`src/sv/drsort_pkg.sv`:
```
package drsort_pkg;

  // capacity of the sorting chain
  localparam int DEPTH  = 8;
  localparam int IDX_W  = (DEPTH > 1) ? $clog2(DEPTH) : 1;
  localparam int CNT_W  = $clog2(DEPTH + 1);

  // fixed field widths
  localparam int KEY_W  = 32;
  localparam int HGT_W  = 16;
  localparam int SAL_W  = 32;
  localparam int RANK_W = 3;

  // input beat
  typedef struct packed {
    logic signed [KEY_W-1:0] key;
    logic [HGT_W-1:0]        height;
    logic [SAL_W-1:0]        salary;
    logic                    last;
  } in_beat_t;

  // result beat
  typedef struct packed {
    logic [RANK_W-1:0]       rank;
    logic signed [KEY_W-1:0] record_key;
    logic [HGT_W-1:0]        record_height;
    logic [SAL_W-1:0]        record_salary;
    logic [RANK_W-1:0]       arrival_index;
    logic [RANK_W-1:0]       tallest_rank;
    logic                    overflow;
    logic                    final_res;
  } out_beat_t;

  // one stored record in a cell
  typedef struct packed {
    logic                    valid;
    logic                    tall;
    logic signed [KEY_W-1:0] key;
    logic [HGT_W-1:0]        height;
    logic [SAL_W-1:0]        salary;
    logic [RANK_W-1:0]       arrival;
  } entry_t;

  // controls broadcast to every cell
  typedef struct packed {
    logic insert;
    logic new_tall;
    logic shift;
  } cell_ctrl_t;

  typedef enum logic {
    ST_COLLECT,
    ST_EMIT
  } state_t;

endpackage

```
`src/sv/drsort_cell.sv`:
```
module drsort_cell (
  input  logic                   clk,
  input  logic                   rst,
  input  drsort_pkg::cell_ctrl_t ctrl,
  input  drsort_pkg::entry_t     new_ent,
  input  drsort_pkg::entry_t     prev_ent,
  input  logic                   prev_cond,
  input  drsort_pkg::entry_t     next_ent,
  output drsort_pkg::entry_t     ent,
  output logic                   cond
);
  import drsort_pkg::*;

  entry_t ent_next;

  // new record belongs at or before this cell: empty or strictly lower salary
  assign cond = !ent.valid || (ent.salary < new_ent.salary);

  // insert shifts the tail down by one, emit shifts everything toward cell 0
  always_comb begin
    ent_next = ent;
    if (ctrl.shift) begin
      ent_next = next_ent;
    end else if (ctrl.insert) begin
      if (cond) begin
        if (prev_cond) begin
          ent_next = prev_ent;
          if (ctrl.new_tall) begin
            ent_next.tall = 1'b0;
          end
        end else begin
          ent_next = new_ent;
        end
      end else if (ctrl.new_tall) begin
        ent_next.tall = 1'b0;
      end
    end
  end

  always_ff @(posedge clk) begin
    if (rst) begin
      ent.valid <= 1'b0;
      ent.tall  <= 1'b0;
    end else begin
      ent <= ent_next;
    end
  end

endmodule

```
`src/sv/descending_record_sort_with_argmax_core.sv`:
```
// Descending record sorter with tallest-record lookup.
// Input channel in_valid / in_stall / in_data carries one record per beat
// (key, height, salary, last). Records enter an insertion chain of DEPTH
// cells at one record per cycle; each record is placed after all stored
// records of equal or higher salary, so equal salaries keep arrival order.
// Records beyond DEPTH are dropped and flag overflow for the set.
// The beat with last set closes the set: the block then raises in_stall and
// emits one result per stored record on out_valid / out_stall / out_data,
// highest salary first, one result per cycle while the receiver takes them.
// After the last beat is accepted, the state register turns to emit and each
// result is loaded from cell 0 into the output register. The emit drains
// the cell chain toward cell 0, one shift per result.
// tallest_rank is tracked during insertion, so it is ready with the first
// result. When the receiver stalls, the output register holds its result
// and the chain waits; while collecting, input beats are taken even if the
// final result of the previous set still waits in the output register.
// Synchronous reset empties the chain and clears count and overflow.
module descending_record_sort_with_argmax_core (
  input  logic                  clk,
  input  logic                  rst,
  input  logic                  in_valid,
  output logic                  in_stall,
  input  drsort_pkg::in_beat_t  in_data,
  output logic                  out_valid,
  input  logic                  out_stall,
  output drsort_pkg::out_beat_t out_data
);
  import drsort_pkg::*;

  state_t             state, state_next;
  logic [CNT_W-1:0]   count;
  logic               dropped;
  logic [HGT_W-1:0]   best_height;
  logic [IDX_W-1:0]   tallest;
  logic [IDX_W-1:0]   emit_idx;

  entry_t             ents [DEPTH];
  logic [DEPTH-1:0]   conds;
  logic [DEPTH-1:0]   ins_hot;
  logic [IDX_W-1:0]   ins_pos;
  logic               flag_moves;
  entry_t             new_ent;
  cell_ctrl_t         ctrl;

  logic               accept;
  logic               full;
  logic               load;
  logic               last_load;

  assign full   = (count == CNT_W'(DEPTH));
  assign accept = in_valid && !in_stall;

  // tallest cell sits at or after the insertion point
  always_comb begin
    flag_moves = 1'b0;
    for (int i = 0; i < DEPTH; i++) begin
      flag_moves = flag_moves | (ents[i].valid & ents[i].tall & conds[i]);
    end
  end

  // insertion point: first cell whose condition holds
  always_comb begin
    ins_pos = '0;
    for (int i = 0; i < DEPTH; i++) begin
      ins_hot[i] = conds[i] & ((i == 0) ? 1'b1 : !conds[(i == 0) ? 0 : i - 1]);
      if (ins_hot[i]) begin
        ins_pos = ins_pos | IDX_W'(i);
      end
    end
  end

  // record as it enters the chain
  always_comb begin
    new_ent.valid   = 1'b1;
    new_ent.key     = in_data.key;
    new_ent.height  = in_data.height;
    new_ent.salary  = in_data.salary;
    new_ent.arrival = RANK_W'(count);
    new_ent.tall    = (count == '0) || (in_data.height > best_height) ||
                      ((in_data.height == best_height) && flag_moves);
  end

  // next state
  always_comb begin
    state_next = state;
    case (state)
      ST_COLLECT: begin
        if (accept && in_data.last) begin
          state_next = ST_EMIT;
        end
      end
      ST_EMIT: begin
        if (last_load) begin
          state_next = ST_COLLECT;
        end
      end
      default: state_next = ST_COLLECT;
    endcase
  end

  // outputs of the sequencer
  always_comb begin
    in_stall    = 1'b1;
    load        = 1'b0;
    ctrl.insert = 1'b0;
    ctrl.shift  = 1'b0;
    case (state)
      ST_COLLECT: begin
        in_stall    = 1'b0;
        ctrl.insert = accept && !full;
      end
      ST_EMIT: begin
        load       = !out_valid || !out_stall;
        ctrl.shift = load;
      end
      default: begin
        in_stall = 1'b1;
      end
    endcase
    ctrl.new_tall = new_ent.tall;
  end

  assign last_load = load && ((CNT_W'(emit_idx) + CNT_W'(1)) == count);

  // the cell chain
  for (genvar g = 0; g < DEPTH; g++) begin : g_cell
    entry_t prev_e;
    entry_t next_e;
    logic   prev_c;
    if (g == 0) begin : g_head
      assign prev_e = new_ent;
      assign prev_c = 1'b0;
    end else begin : g_mid
      assign prev_e = ents[g-1];
      assign prev_c = conds[g-1];
    end
    if (g == DEPTH - 1) begin : g_tail
      assign next_e = '0;
    end else begin : g_body
      assign next_e = ents[g+1];
    end
    drsort_cell u_cell (
      .clk       (clk),
      .rst       (rst),
      .ctrl      (ctrl),
      .new_ent   (new_ent),
      .prev_ent  (prev_e),
      .prev_cond (prev_c),
      .next_ent  (next_e),
      .ent       (ents[g]),
      .cond      (conds[g])
    );
  end

  // set bookkeeping and tallest tracking
  always_ff @(posedge clk) begin
    if (rst) begin
      state    <= ST_COLLECT;
      count    <= '0;
      dropped  <= 1'b0;
      tallest  <= '0;
      emit_idx <= '0;
    end else begin
      state <= state_next;
      if (ctrl.insert) begin
        count <= count + CNT_W'(1);
        if (new_ent.tall) begin
          tallest <= ins_pos;
        end else if (flag_moves) begin
          tallest <= tallest + IDX_W'(1);
        end
      end else if (accept && full) begin
        dropped <= 1'b1;
      end
      if (load) begin
        if (last_load) begin
          emit_idx <= '0;
          count    <= '0;
          dropped  <= 1'b0;
          tallest  <= '0;
        end else begin
          emit_idx <= emit_idx + IDX_W'(1);
        end
      end
    end
  end

  always_ff @(posedge clk) begin
    if (ctrl.insert && new_ent.tall) begin
      best_height <= in_data.height;
    end
  end

  // output register
  always_ff @(posedge clk) begin
    if (rst) begin
      out_valid <= 1'b0;
    end else if (load) begin
      out_valid <= 1'b1;
    end else if (!out_stall) begin
      out_valid <= 1'b0;
    end
  end

  always_ff @(posedge clk) begin
    if (load) begin
      out_data.rank          <= RANK_W'(emit_idx);
      out_data.record_key    <= ents[0].key;
      out_data.record_height <= ents[0].height;
      out_data.record_salary <= ents[0].salary;
      out_data.arrival_index <= ents[0].arrival;
      out_data.tallest_rank  <= RANK_W'(tallest);
      out_data.overflow      <= dropped;
      out_data.final_res     <= last_load;
    end
  end

endmodule

```
`config.mk`:
```
export PLATFORM = sky130hd
export DESIGN_NAME = descending_record_sort_with_argmax_core
export DESIGN_NICKNAME = d
export VERILOG_FILES = /design/src/sv/drsort_pkg.sv /design/src/sv/drsort_cell.sv /design/src/sv/descending_record_sort_with_argmax_core.sv
export SDC_FILE = /design/constraint.sdc
export NUM_CORES = 2
export LEC_CHECK = 0
export BUFFER_PORTS_ARGS = -buffer_cell sky130_fd_sc_hd__buf_4
export CAP_MARGIN = 20
export CORE_MARGIN = 2
export CORE_UTILIZATION = 34
export DETAILED_ROUTE_END_ITERATION = 10
export SKIP_CTS_REPAIR_TIMING = 1
export SLEW_MARGIN = 20
export SYNTH_ARGS = -nofsm -noshare
export SYNTH_HDL_FRONTEND = slang
export SYNTH_HIERARCHICAL = 1
export SYNTH_SLANG_ARGS = --single-unit
```
`constraint.sdc`:
```
create_clock -name clk -period 13.1 [get_ports clk]
set_input_delay 2.62 -clock clk [delete_from_list [all_inputs] [get_ports clk]]
set_output_delay 2.62 -clock clk [all_outputs]
set_load 0.01 [all_outputs]
```
==> flow_metrics.py <==
metrics = {
    "placed_design": {
        "place.gp.congestion": 0.820,
        "portBuffers": 177,
        "dp_cells": 6076,
        "hpwl_um": 75000,
    },
    "setup_path": {
        "crit_path_end_kind": "register",
        "timing.rr.end": "g_cell[6].u_cell/ent[83]",
        "critPathKind": "in -> reg",
        "rr_worst_depth": 17,
        "arrival_ns": 8.26,
        "reg2reg_slack_ns": 7.20,
        "timing.rr.start": "g_cell[0].u_cell/ent[34]",
        "worstPathMaxFanout": 31,
        "critPathRequiredTime_ns": 13.70,
        "cp-start-kind": "input pin",
    },
    "cells_and_area": {
        "drive_gt1_share_pct": 8.68,
        "finalNetCount": 4758,
        "syn2layout_area_growth_pct": 14.2,
        "final_cells": 6248,
    },
    "flow_run": {
        "maxCapViolations": 0,
    },
    "clock_network": {
        "cts_buffers": 94,
        "clkSinkCount": 800,
        "clock_latency_ns": 0.70,
        "cts_buffer_depth": 3,
        "cts_root_buf": "clkbuf_16",
        "cts_tree": "built",
        "path_clk_slew_ns": 0.07,
        "cts_htree_levels": 3,
    },
    "logic_synthesis": {
        "synth_warnings": 6,
        "yosys.cell_types.count": 68,
        "ys_ff_latch": 800,
        "async_flop_share_pct": 0,
        "synth-edff-count": 771,
        "dominantRegCellSynth": "edfxtp_1",
        "synth.avg_cell_area_sq_um": 10.7,
        "syn_area_sq_um": 45400,
        "syn_inst": 4231,
        "ys_seq_area_share_pct": 52.3,
    },
    "timing": {
        "finalHoldViolations": 0,
        "worst_slew_pin_slew_ns": 1.12,
        "setup_viol": 0,
        "fmax_mhz": 131,
        "setup-tns-final_ns": 0,
        "skew_ns": 0.0309,
        "finalMaxSlewViolations": 0,
        "fin_crit_ns": 7.65,
        "rsz0062_at_grt": "no",
        "slew_headroom_pct": 25.1,
        "min_period_over_period_pct": 58.4,
    },
    "global_routing": {
        "grt_pass1_vias": 30500,
        "grtUsageTotal_pct": 17.4,
        "grt_max_degree": 265,
        "grt_pass1_wl_um": 185000,
        "gr-total-overflow": 0,
        "antenna_found_initial": 5,
    },
    "routing": {
        "vias": 31600,
        "wl_um": 121000,
        "wire_per_inst_um": 19.3,
        "drc": 0,
        "drtIter0Drc": 2587,
        "drt-pass1-iter-count": 6,
        "ant_nets": 0,
        "viasPerCell": 5.06,
    },
    "floorplanning": {
        "die-area_sq_um": 136000,
        "coreArea_sq_um": 133000,
        "die_x_um": 369,
        "start_util_pct": 34.1,
        "die_h_um": 369,
        "io_pins": 178,
        "rows": 134,
    },
    "power": {
        "ir_drop_uv": 88.5,
        "power_leakage_uw": 0.0227,
        "power.density_nw_per_um2": 139,
    },
    "min_path": {
        "holdPathEnd": "out_data[6]",
        "hp-start": "g_cell[0].u_cell/ent[1]",
        "hold_path.class": "reg -> reg",
        "hold_depth": 0,
    },
    "status": {
        "status": "finished, final reports clean",
    },
}
-- area by class of cell --
cell class | count | area (sq um)
fillers | 12800 | 81100
multi-input cells | 2974 | 20000
flip-flops and latches | 800 | 23700
clock buffers | 124 | 2490
diodes | 1 | 2.50
inverters | 316 | 1190
well taps | 1768 | 2210
clock inverters | 46 | 532
repair buffers | 219 | 1710
-- cells in the final DEF (no fill, tap or decap), drive strengths merged, types with 7 or more instances in the layout --
cell type	instances
a311oi	8
nor3	10
nand2	761
and3	9
nand3	32
a2111o	7
a221oi	12
edfxtp	771
a32oi	7
a31oi	8
buf	219
a221o	7
a21o	8
inv	320
clkinv	25
o21ai	731
bufinv	11
o31a	12
nor4	8
ha	268
a21oi	131
nor2	46
dfxtp	29
nand2b	20
clkbuf	124
mux2i	673
nand4	40
conb	95
-- logic make-up (layout without fill, tap and decap cells) --
| kind of cell | after synthesis | count (layout) | synth area share (%) |
|---|---|---|---|
| other cells | 2 | 96 | 0.0165 |
| xor+xnor | 5 | 5 | 0.0965 |
| mux | 673 | 673 | 14.8 |
| fa+ha+maj | 268 | 268 | 7.39 |
| flops | 800 | 800 | 52.3 |
| simple gates | 958 | 958 | 8.79 |
| compound gates | 975 | 975 | 11.8 |
| buf+inv | 550 | 705 | 4.77 |
-- worst max-delay path by stage --
stage	end	from	slack, ns
detailed placement	g_cell[6].u_cell/ent[83]	in_data[32]	4.74
CTS	g_cell[7].u_cell/ent[83]	in_data[32]	5.47
global placement	g_cell[6].u_cell/ent[83]	in_data[32]	4.76
finish	g_cell[6].u_cell/ent[83]	in_data[32]	5.45
floorplan	g_cell[6].u_cell/ent[0]	out_stall	3.21
global route	g_cell[6].u_cell/ent[83]	in_data[32]	5.03
-- stage by stage --
| stage | total power [uW] | util [%] | instance area (sq um) | hold slack, ns | worst slack, ns |
|---|---|---|---|---|---|
| after global routing | 7530 | 39.0 | 51800 | 0.455 | 5.03 |
| after global placement | 4540 | 36.7 | 48800 | 0.435 | 4.76 |
| after CTS | 7260 | 39.0 | 51800 | 0.435 | 5.47 |
| after floorplan | 4150 | - | 45700 | 0.409 | 3.21 |
| after detailed placement | 4570 | 36.7 | 48800 | 0.437 | 4.74 |
| final | 7180 | 39.0 | 51800 | 0.447 | 5.45 |
-- cell usage after synthesis, drive strengths merged, types with 5 or more instances --
master	n	share of area, %
nand4	40	0.57
or3b	6	0.12
or3	6	0.083
nand2	761	6.3
buf	82	0.85
a32oi	7	0.14
a31oi	8	0.11
a221o	7	0.15
a2111o	7	0.17
a2111oi	5	0.19
edfxtp	771	51
clkbuf	152	1.3
and3	9	0.12
a21o	8	0.14
mux2i	673	15
a311oi	8	0.15
nand3	32	0.35
nand2b	20	0.30
o2bb2ai	6	0.12
nor3	10	0.11
a221oi	12	0.26
o21a	6	0.099
nor2	46	0.38
inv	316	2.6
a211oi	6	0.099
o21ai	731	8.1
nor4	8	0.11
ha	268	7.4
o31a	12	0.25
dfxtp	29	1.3
a21oi	131	1.5
-- metal layers --
layer	GRT usage, %	wire length (um)	vias up
met5	0	55	-
met4	5.09	2700	8
met3	2.66	5690	155
met2	27.6	54900	664
met1	24.4	57200	15200
li1	-	-	15600
-- worst max-delay path, stage by stage --
cell and delay [ns]:
buf_4 0.22, inv_1 0.07, ha_1 0.35, nand4_1 0.21, nor4_1 0.47, nand4_1 0.49, a31oi_1 0.87, nor2_4 0.36
nand3_1 0.20, nand2_1 0.07, a311oi_1 0.47, nand4_1 0.23, nand2_1 0.19, inv_1 0.38, nor3b_1 0.40, inv_1 0.08
o221ai_1 0.24, a221oi_2 0.06, a211oi_1 0.24
-- sequential cells by signal (all words and copies together) (netlist names) --
signal / cells
g_cell.u_cell/ent: 680
out_valid: 1
state: 1
best_height: 16
dropped: 1
out_data: 91
tallest: 3
count: 4
emit_idx: 3
-- power by group --
group / switching (uW) / total, uW / internal, uW
sequential: 158 / 3320 / 3160
clock: 1100 / 2660 / 1550
combinational: 753 / 1200 / 451
total: 2020 / 7180 / 5170
Note: power is estimated with default switching activity, not from simulation.
